### src/sv/oli_pkg.sv
`timescale 1ns / 1ps
// ----------------------------------------------------------------------------
// oli_pkg
// Shared types, codes and defaults for the ordered list insert block.
// ----------------------------------------------------------------------------
package oli_pkg;

  // Default list depth
  localparam int CAPACITY_DEF = 16;

  // Fixed payload widths
  localparam int CMD_W         = 2;
  localparam int VALUE_W       = 32;
  localparam int POSITION_W    = 8;
  localparam int STATUS_W      = 2;
  localparam int ENTRY_INDEX_W = 6;

  // Command codes
  localparam logic [CMD_W-1:0] CMD_INS_FRONT = 2'd0;
  localparam logic [CMD_W-1:0] CMD_INS_POS   = 2'd1;
  localparam logic [CMD_W-1:0] CMD_INS_END   = 2'd2;
  localparam logic [CMD_W-1:0] CMD_READOUT   = 2'd3;

  // Status codes
  localparam logic [STATUS_W-1:0] ST_OK      = 2'd0;
  localparam logic [STATUS_W-1:0] ST_BAD_POS = 2'd1;
  localparam logic [STATUS_W-1:0] ST_FULL    = 2'd2;
  localparam logic [STATUS_W-1:0] ST_EMPTY   = 2'd3;

  // Controller to datapath commands
  typedef struct packed {
    logic ld_ins;    // load insert result, insert on ok status
    logic ld_empty;  // load empty readout result
    logic ld_entry;  // load front entry, rotate list, advance index
    logic clr_idx;   // restart the readout index
  } oli_cmd_t;

  // Datapath to controller status
  typedef struct packed {
    logic list_empty;
    logic rd_last;
  } oli_sts_t;

endpackage

### src/sv/oli_ctrl.sv
`timescale 1ns / 1ps
// ----------------------------------------------------------------------------
// oli_ctrl
// Controller: input handshake, output valid register and readout sequencing.
// ----------------------------------------------------------------------------
module oli_ctrl (
  input  logic                         clk,
  input  logic                         rst_n,
  input  logic                         in_valid,
  output logic                         in_ready,
  input  logic [oli_pkg::CMD_W-1:0]    in_cmd,
  output logic                         out_valid,
  input  logic                         out_ready,
  output oli_pkg::oli_cmd_t            dp_cmd,
  input  oli_pkg::oli_sts_t            dp_sts
);

  localparam logic S_IDLE   = 1'b0;
  localparam logic S_STREAM = 1'b1;

  logic state_r, state_nxt;
  logic out_valid_r, out_valid_nxt;
  logic slot_free;
  logic in_acc;

  // Output slot can take a new beat when empty or being drained
  assign slot_free = !out_valid_r || out_ready;
  assign in_ready  = (state_r == S_IDLE) && slot_free;
  assign in_acc    = in_valid && in_ready;
  assign out_valid = out_valid_r;

  // Sequence commands
  always_comb begin
    state_nxt     = state_r;
    out_valid_nxt = out_valid_r && !out_ready;
    dp_cmd        = '0;
    case (state_r)
      S_IDLE: begin
        if (in_acc) begin
          if (in_cmd == oli_pkg::CMD_READOUT) begin
            if (dp_sts.list_empty) begin
              dp_cmd.ld_empty = 1'b1;
              out_valid_nxt   = 1'b1;
            end else begin
              dp_cmd.clr_idx = 1'b1;
              state_nxt      = S_STREAM;
            end
          end else begin
            dp_cmd.ld_ins = 1'b1;
            out_valid_nxt = 1'b1;
          end
        end
      end
      S_STREAM: begin
        if (slot_free) begin
          dp_cmd.ld_entry = 1'b1;
          out_valid_nxt   = 1'b1;
          if (dp_sts.rd_last) begin
            state_nxt = S_IDLE;
          end
        end
      end
      default: begin
        state_nxt = S_IDLE;
      end
    endcase
  end

  always_ff @(posedge clk) begin
    if (!rst_n) begin
      state_r     <= S_IDLE;
      out_valid_r <= 1'b0;
    end else begin
      state_r     <= state_nxt;
      out_valid_r <= out_valid_nxt;
    end
  end

endmodule

### src/sv/oli_dp.sv
`timescale 1ns / 1ps
// ----------------------------------------------------------------------------
// oli_dp
// Datapath: shifting row of list cells, entry count, readout index and the
// result payload register.
// ----------------------------------------------------------------------------
module oli_dp #(
  parameter int CAPACITY = oli_pkg::CAPACITY_DEF
) (
  input  logic                                    clk,
  input  logic                                    rst_n,
  input  logic [oli_pkg::CMD_W-1:0]               in_cmd,
  input  logic signed [oli_pkg::VALUE_W-1:0]      in_value,
  input  logic [oli_pkg::POSITION_W-1:0]          in_position,
  input  oli_pkg::oli_cmd_t                       dp_cmd,
  output oli_pkg::oli_sts_t                       dp_sts,
  output logic [oli_pkg::STATUS_W-1:0]            out_status,
  output logic signed [oli_pkg::VALUE_W-1:0]      out_entry_value,
  output logic [oli_pkg::ENTRY_INDEX_W-1:0]       out_entry_index,
  output logic                                    out_last
);

  localparam int CNT_W = $clog2(CAPACITY + 1);
  localparam int IDX_W = $clog2(CAPACITY);

  logic signed [oli_pkg::VALUE_W-1:0] cell_r   [CAPACITY];
  logic signed [oli_pkg::VALUE_W-1:0] cell_nxt [CAPACITY];
  logic [CNT_W-1:0] count_r, count_nxt;
  logic [IDX_W-1:0] rd_idx_r, rd_idx_nxt;
  logic [CNT_W-1:0] last_pos;

  logic [oli_pkg::STATUS_W-1:0]         status_r, status_nxt;
  logic signed [oli_pkg::VALUE_W-1:0]   value_r, value_nxt;
  logic [oli_pkg::ENTRY_INDEX_W-1:0]    index_r, index_nxt;
  logic                                 last_r, last_nxt;

  logic                         full;
  logic [oli_pkg::POSITION_W-1:0] pos_m1;
  logic [oli_pkg::STATUS_W-1:0] ins_status;
  logic [IDX_W-1:0]             ins_slot;
  logic                         do_insert;

  assign full     = (count_r == CNT_W'(CAPACITY));
  assign last_pos = count_r - CNT_W'(1);
  assign pos_m1   = in_position - oli_pkg::POSITION_W'(1);

  assign dp_sts.list_empty = (count_r == '0);
  assign dp_sts.rd_last    = (CNT_W'(rd_idx_r) == last_pos);

  // Decide insert slot and status
  always_comb begin
    ins_status = oli_pkg::ST_OK;
    ins_slot   = '0;
    if (full) begin
      ins_status = oli_pkg::ST_FULL;
    end else begin
      case (in_cmd)
        oli_pkg::CMD_INS_FRONT: ins_slot = '0;
        oli_pkg::CMD_INS_END:   ins_slot = count_r[IDX_W-1:0];
        oli_pkg::CMD_INS_POS: begin
          if (in_position <= oli_pkg::POSITION_W'(1)) begin
            ins_slot = '0;
          end else if (pos_m1 <= oli_pkg::POSITION_W'(count_r)) begin
            ins_slot = pos_m1[IDX_W-1:0];
          end else begin
            ins_status = oli_pkg::ST_BAD_POS;
          end
        end
        default: ins_status = oli_pkg::ST_OK;
      endcase
    end
  end

  assign do_insert = dp_cmd.ld_ins && (ins_status == oli_pkg::ST_OK);

  // Shift cells back behind the slot on insert; rotate the used part on readout
  always_comb begin
    for (int i = 0; i < CAPACITY; i++) begin
      cell_nxt[i] = cell_r[i];
      if (do_insert) begin
        if (IDX_W'(i) == ins_slot) begin
          cell_nxt[i] = in_value;
        end else if ((i > 0) && (IDX_W'(i) > ins_slot)) begin
          cell_nxt[i] = cell_r[(i > 0) ? i - 1 : 0];
        end
      end else if (dp_cmd.ld_entry) begin
        if (CNT_W'(i) == last_pos) begin
          cell_nxt[i] = cell_r[0];
        end else if ((i < CAPACITY - 1) && (CNT_W'(i) < last_pos)) begin
          cell_nxt[i] = cell_r[(i < CAPACITY - 1) ? i + 1 : i];
        end
      end
    end
  end

  // Count and readout index
  always_comb begin
    count_nxt  = count_r;
    rd_idx_nxt = rd_idx_r;
    if (do_insert) begin
      count_nxt = count_r + CNT_W'(1);
    end
    if (dp_cmd.clr_idx) begin
      rd_idx_nxt = '0;
    end else if (dp_cmd.ld_entry) begin
      rd_idx_nxt = rd_idx_r + IDX_W'(1);
    end
  end

  // Load the result beat
  always_comb begin
    status_nxt = status_r;
    value_nxt  = value_r;
    index_nxt  = index_r;
    last_nxt   = last_r;
    if (dp_cmd.ld_ins) begin
      status_nxt = ins_status;
      value_nxt  = '0;
      index_nxt  = '0;
      last_nxt   = 1'b1;
    end else if (dp_cmd.ld_empty) begin
      status_nxt = oli_pkg::ST_EMPTY;
      value_nxt  = '0;
      index_nxt  = '0;
      last_nxt   = 1'b1;
    end else if (dp_cmd.ld_entry) begin
      status_nxt = oli_pkg::ST_OK;
      value_nxt  = cell_r[0];
      index_nxt  = oli_pkg::ENTRY_INDEX_W'(rd_idx_r);
      last_nxt   = dp_sts.rd_last;
    end
  end

  always_ff @(posedge clk) begin
    if (!rst_n) begin
      count_r <= '0;
    end else begin
      count_r <= count_nxt;
    end
  end

  always_ff @(posedge clk) begin
    for (int i = 0; i < CAPACITY; i++) begin
      cell_r[i] <= cell_nxt[i];
    end
    rd_idx_r <= rd_idx_nxt;
    status_r <= status_nxt;
    value_r  <= value_nxt;
    index_r  <= index_nxt;
    last_r   <= last_nxt;
  end

  assign out_status      = status_r;
  assign out_entry_value = value_r;
  assign out_entry_index = index_r;
  assign out_last        = last_r;

endmodule

### src/sv/ordered_list_insert.sv
`timescale 1ns / 1ps
// ----------------------------------------------------------------------------
// ordered_list_insert
// Ordered list of signed 32-bit values with positional insert and readout.
// ----------------------------------------------------------------------------
// The list lives in a row of CAPACITY registers that all shift back behind
// the insert slot together. An insert command gives one status beat; the
// next item is taken as soon as that beat is taken or in the same cycle. A
// readout gives count beats at one per cycle while the receiver does not
// stall, front to back, by rotating the used cells through the front
// register; the list is back in order after the last beat. An empty list
// reads out as one empty-status beat. No item is taken during a readout.
module ordered_list_insert #(
  parameter int CAPACITY = oli_pkg::CAPACITY_DEF
) (
  input  logic                                    clk,
  input  logic                                    rst_n,
  input  logic                                    in_valid,
  output logic                                    in_ready,
  input  logic [oli_pkg::CMD_W-1:0]               in_cmd,
  input  logic signed [oli_pkg::VALUE_W-1:0]      in_value,
  input  logic [oli_pkg::POSITION_W-1:0]          in_position,
  output logic                                    out_valid,
  input  logic                                    out_ready,
  output logic [oli_pkg::STATUS_W-1:0]            out_status,
  output logic signed [oli_pkg::VALUE_W-1:0]      out_entry_value,
  output logic [oli_pkg::ENTRY_INDEX_W-1:0]       out_entry_index,
  output logic                                    out_last
);

  oli_pkg::oli_cmd_t dp_cmd;
  oli_pkg::oli_sts_t dp_sts;

  // Control
  oli_ctrl u_ctrl (
    .clk       (clk),
    .rst_n     (rst_n),
    .in_valid  (in_valid),
    .in_ready  (in_ready),
    .in_cmd    (in_cmd),
    .out_valid (out_valid),
    .out_ready (out_ready),
    .dp_cmd    (dp_cmd),
    .dp_sts    (dp_sts)
  );

  // List storage and result payload
  oli_dp #(
    .CAPACITY (CAPACITY)
  ) u_dp (
    .clk             (clk),
    .rst_n           (rst_n),
    .in_cmd          (in_cmd),
    .in_value        (in_value),
    .in_position     (in_position),
    .dp_cmd          (dp_cmd),
    .dp_sts          (dp_sts),
    .out_status      (out_status),
    .out_entry_value (out_entry_value),
    .out_entry_index (out_entry_index),
    .out_last        (out_last)
  );

endmodule

### config.mk
export PLATFORM = sky130hd
export DESIGN_NAME = ordered_list_insert
export DESIGN_NICKNAME = d
export VERILOG_FILES = /design/src/sv/oli_pkg.sv /design/src/sv/oli_ctrl.sv /design/src/sv/oli_dp.sv /design/src/sv/ordered_list_insert.sv
export SDC_FILE = /design/constraint.sdc
export NUM_CORES = 2
export LEC_CHECK = 0
export ABC_CLOCK_PERIOD_IN_PS = 9600
export BUFFER_PORTS_ARGS = -buffer_cell sky130_fd_sc_hd__buf_2
export CAP_MARGIN = 0
export CORE_MARGIN = 3
export CORE_UTILIZATION = 42
export DETAILED_ROUTE_END_ITERATION = 8
export SYNTH_ARGS = -nofsm -noshare
export SYNTH_HDL_FRONTEND = slang
export SYNTH_SLANG_ARGS = --single-unit
### constraint.sdc
create_clock -name clk -period 9.6 [get_ports clk]
set_input_delay 0.96 -clock clk [delete_from_list [all_inputs] [get_ports clk]]
set_output_delay 0.96 -clock clk [all_outputs]
set_load 0.02 [all_outputs]
# ---- Word level (Yosys, flattened, before mapping)
# Memory sizes are Yosys's and may differ from the RTL's.
# Cells that the tools add are included.
# W data, S select, Z words.
dict set report totals {
  memories 1
  ramBits 512
  output_inout_bits 43
  elab_cells 218
  reg_bits 50
}
dict set report classes {
  n_addsub 4
  order_cmp 32
  bitwise 1
  mux 124
  eq_ne 35
  n_reduce_logical 13
}
# memory words width rd rd_ports_with_merged_regs wr line
set mem_list {}
lappend mem_list {u_dp.cell_r 16 32 16 0 16 oli_dp.sv:26} ;# logic signed [oli_pkg::VALUE_W-1:0] cell_r [CAPACITY];
# op count
set ops {}
lappend ops {{$mux W32} 94}
lappend ops {{$eq A4 B5 Y1 const A} 8}
lappend ops {{$lt A4 B5 Y1 const A} 7}
lappend ops {{$eq A4 B4 Y1 const A} 8}
lappend ops {{$gt A4 B4 Y1 const A} 8}
lappend ops {{$eq A3 B5 Y1 const A} 4}
lappend ops {{$lt A3 B5 Y1 const A} 4}
lappend ops {{$mux W1} 18}
lappend ops {{$eq A3 B4 Y1 const A} 4}
lappend ops {{$gt A3 B4 Y1 const A} 4}
lappend ops {{$mux W2} 6}
lappend ops {{$mux W4} 3}
lappend ops {{$eq A2 B5 Y1 const A} 2}
lappend ops {{$logic_not A5 Y1} 2}
lappend ops {{$lt A1 B5 Y1 const A} 2}
lappend ops {{$lt A2 B5 Y1 const A} 2}
lappend ops {{$eq A2 B4 Y1 const A} 2}
lappend ops {{$gt A2 B4 Y1 const A} 2}
lappend ops {{$le A8 B1 Y1 const B} 1}
lappend ops {{$le A8 B5 Y1} 1}
lappend ops {{$pmux W4 S2} 1}
lappend ops {{$sub A8 B1 Y8 const B} 1}
lappend ops {{$add A5 B1 Y5 const B} 1}
lappend ops {{$eq A1 B5 Y1 const A} 1}
lappend ops {{17 further kinds} 23}

# ---- Depth between registers and ports, before layout
dict set report depth {
  ltp_word 10
  mapped_depth 15
  mapped_depth_nobuf 12
}

# ---- Hierarchy
# From an unflattened synthesis, not the netlist that was laid out.
dict set report hier_totals {
  hier_cells 2963
  hier_area_um2 33423.3
}
# module n_inst cells_each area_per_inst_um2 seq_area_each_um2
set modules_own_cells {}
lappend modules_own_cells {oli_dp 1 2948 33283.2 16355.7}
lappend modules_own_cells {oli_ctrl 1 15 140.1 40.0}

# ---- Worst setup path before layout
# No wires, ideal clock.
dict set report synth_path {
  kind {input to register}
  start {in in_position[0] (netlist bit)}
  end {mem u_dp.cell_r[1][64] (netlist bit), enable pin}
  slack_ns 2.040
  setup_ns 0.533
  t_arrival_ns 7.027
  stages 13
  t_required_ns 9.067
  path_cell_list {inv_1 ha_1 xnor2_1 inv_1 ha_1 nand2_1 o21bai_1 a31oi_1 o21ai_0 nand2_1 clkbuf_1 clkbuf_1 o311ai_0}
}
# element line
set synth_lines {}
lappend synth_lines {{start: declaration} ordered_list_insert.sv:22} ;# input logic [oli_pkg::POSITION_W-1:0] in_position,
lappend synth_lines {{end: declaration} oli_dp.sv:26}

==> metrics.md <==
| Metric | Value |
|---|---|
| Status | `finished clean` |
| Initial antenna violation count | `3` |
| DIE HEIGHT | `290.6 um` |
| DR iter-0 viols | `3902` |
| Final setup viols | `0` |
| Critical Path End Type | `register` |
| Nets | `3239` |
| Vias in the first global route | `28760` |
| Logic pwr share | `0.176` |
| Post-route insts no fill | `4279` |
| Number of detailed-route iterations in the first pass | `6` |
| Synthesized area per cell | `10.17 um^2` |
| FF/Latch Area | `16400 um^2` |
| Top-count cell post-synth | `a211oi_1` |
| Gpl congestion | `0.8323` |
| Slowest stage delay, CP | `1.07 ns` |
| Overall power | `6989 uW` |
| Peak supply drop | `129.3 uV` |
| Ys Warns | `0` |
| Post-synthesis compound-gate area fraction | `0.2209` |
| CTS buffer count | `68` |
| Worst-margin pin slew | `1.439 ns` |
| Area occupied by multi-input gates | `16340 um^2` |
| CP Cell Sequence | `buf_2 > or3_1 > o41ai_2 > a21oi_1 > a32oi_4 > buf_4 > nand2b_4 > buf_4 > o21ai_0 > o21ai_4 > buf_4` |
| Root Driver | `clkbuf_16` |
| # rows | `103` |
| # DRC | `0` |
| #FFs+latches synth | `562` |
| Clock buffer depth | `3` |
| Post-synth ARST share | `0` |
| Net Sw Frac | `0.2894` |
| CTS clock-pin slew for the worst setup and hold paths | `0.06 ns` |
| Vias per std cell | `6.867` |
| Tmin final | `5.899 ns` |
| Post-Synth XOR/XNOR Area | `0.004891` |
| Psw | `2023 uW` |
| Clock share of power | `0.363` |
| Post-route setup TNS | `0 ns` |
| P per Cell Area | `187.4 nW/um^2` |
| CP Class | `in -> reg` |
| Area leader, netlist | `edfxtp_1` |
| Max Transition Viols Final | `0` |
| Drt total wl | `126200 um` |
| Buf/Inv on CP | `4` |
| H-tree Lvls | `3` |
| Clock Latency Late Sink | `0.62 ns` |
| Crit path max-delay cell type | `o41ai_2` |
| Mux cell area share after synthesis | `0.1031` |
| First-pass GRT wire length | `186100 um` |
| RSZ-0062 raised after global routing | `no` |
| Port Buffer Count | `86` |
| CP most frequent cell | `buf_4` |
| Reg power frac | `0.461` |
| Startpoint types | `primary input` |
| Post-CTS Repair Setup Buffers | `0` |
| Routed WL per cell | `29.49 um` |
| Post-Synth Adder-Cell Area | `0.005884` |
| Core Region | `79640 um^2` |
| Antenna-violating nets left | `0` |
| Synth Area in Simple Gates | `0.1326` |
| Post-synth EDFFs | `514` |
| Critical Path RT | `9.88 ns` |
| CTS tree | `built` |
| Post-DP HPWL | `67050 um` |
| GRT Util Overall | `0.2841` |
| Worst-path maximum fanout | `45` |
| Mapped Cells | `3347` |
| # resized after CTS | `0` |
| Hold bufs inserted after CTS | `0` |
| Chip width | `290.6 um` |
| Layout Area Growth over Synthesis | `9.639%` |
| Commonest cells post-synth | `a211oi_1, edfxtp_1, nand2_1` |
| TritonCTS Sinks | `562` |
| Post-route clock period utilization | `0.6144` |
| Synth area leaders | `edfxtp_1, a211oi_1, mux2_2` |
| Main combinational cell family by area after synthesis | `compound AO/OA/AOI/OAI gates` |
| DR vias | `29390` |
| Hold Path Class | `reg -> reg` |
| Worst endpoint data arrival time | `6.18 ns` |
| Synth top area share | `0.4537` |
| Fin Clk Skew | `0.03738 ns` |
| Netlist cell types | `68` |
| I/O pins | `89` |
| CP top delay family | `compound AO/OA/AOI/OAI gates` |
| Mapped Area | `34020 um^2` |
| Layout cells sized above 1 | `0.1602` |
| Largest net degree at the start of global routing | `215` |
| Internal power | `4966 uW` |
| DIE AREA | `84460 um^2` |
| LEAKAGE | `0.01276 uW` |
| Starting Density | `0.4272` |
| Final hold vios | `0` |
| Slew headroom | `0.03324` |
| Inst Count DP | `4156` |
| F_max | `169.5 MHz` |
| Register area share after synthesis | `0.4819` |
| Synth Flop Type | `edfxtp_1` |
| Layout filler cell count | `7332` |
| Max Cap Violations | `0` |
| Grt total ovfl | `0` |
[worst min-delay path: stages, from the launching register on]
cell	delay [ns]
dfxtp_1	0.30
nand2_1	0.05
a21oi_1	0.05
[path summary, 6_finish.rpt]
path	depth (start not counted)	startpoint	slack [ns]	endpoint
worst max-delay path	11	in_position[2]	3.70	u_dp.cell_r[1][159]
worst min register to register	2	u_dp.out_entry_value[1]	0.45	u_dp.out_entry_value[1]
worst max register to register	12	u_dp.count_r[2]	4.08	u_dp.cell_r[1][159]
worst min-delay path	2	u_dp.out_entry_value[1]	0.45	u_dp.out_entry_value[1]
[metrics by stage]
| step | utilization | area [um^2] | worst slack [ns] | hold WS [ns] |
|---|---|---|---|---|
| 6_report | 0.4684 | 37300 | 3.701 | 0.4483 |
| 5_1_grt | 0.4683 | 37300 | 3.578 | 0.4694 |
| 4_1_cts | 0.4682 | 37290 | 3.863 | 0.4545 |
| 3_5_place_dp | 0.4416 | 35170 | 3.230 | 0.4470 |
| 3_3_place_gp | 0.4416 | 35170 | 3.357 | 0.4410 |
| 2_1_floorplan | - | 34030 | 2.040 | 0.4676 |
[flip-flops by register name, summed over array words and instances (netlist names)]
signal                count
u_dp.out_entry_index      4
u_dp.out_entry_value     32
u_dp.out_status           2
u_dp.count_r              5
u_dp.out_last             1
u_dp.cell_r             512
u_dp.rd_idx_r             4
u_ctrl.state_r            1
u_ctrl.out_valid          1
[power by group through the flow]
stage	clock [uW]	combinational, uW	sequential, uW
2_1_floorplan	0	866	3180
3_3_place_gp	0	1160	3240
3_5_place_dp	0	1190	3260
4_1_cts	2570	1200	3210
5_1_grt	2670	1320	3240
6_report	2540	1230	3220
[cell families after synthesis]
| logic type | after synthesis |
|---|---|
| flip-flops | 562 |
| buffers and inverters | 422 |
| multiplexers | 327 |
| adder cells (fa/ha/maj) | 16 |
| AND/OR/NAND/NOR | 984 |
| other | 1 |
| XOR/XNOR | 19 |
| AO/OA/AOI/OAI | 1016 |
[metal layers]
layer / share of wire / GRT usage
met5: 0.000087 / 0
met4: 0.040 / 0.1125
met3: 0.11 / 0.07107
met2: 0.45 / 0.4454
met1: 0.40 / 0.3776
[final cells by class]
cell class | instances | area share
clock inverter | 33 | 0.007715
sequential | 562 | 0.4395
clock buffer | 88 | 0.04901
inverter | 15 | 0.001509
multi-input combinational | 2364 | 0.4380
antenna | 1 | 0.00006708
tap | 1050 | 0.03522
timing repair buffer | 166 | 0.02891
[cells in the final DEF, fill, tap and decap left out, types with 69 or more instances in the layout]
master and n:
nand3_1 132, clkbuf_16 69, nand2_1 320, buf_2 87, edfxtp_1 514, mux2_2 182
nor2_1 239, a211oi_1 662, nor3_1 70, nor2b_1 128, mux2i_1 140, buf_4 75
a21oi_1 113
(Power assumes the default switching activity.)
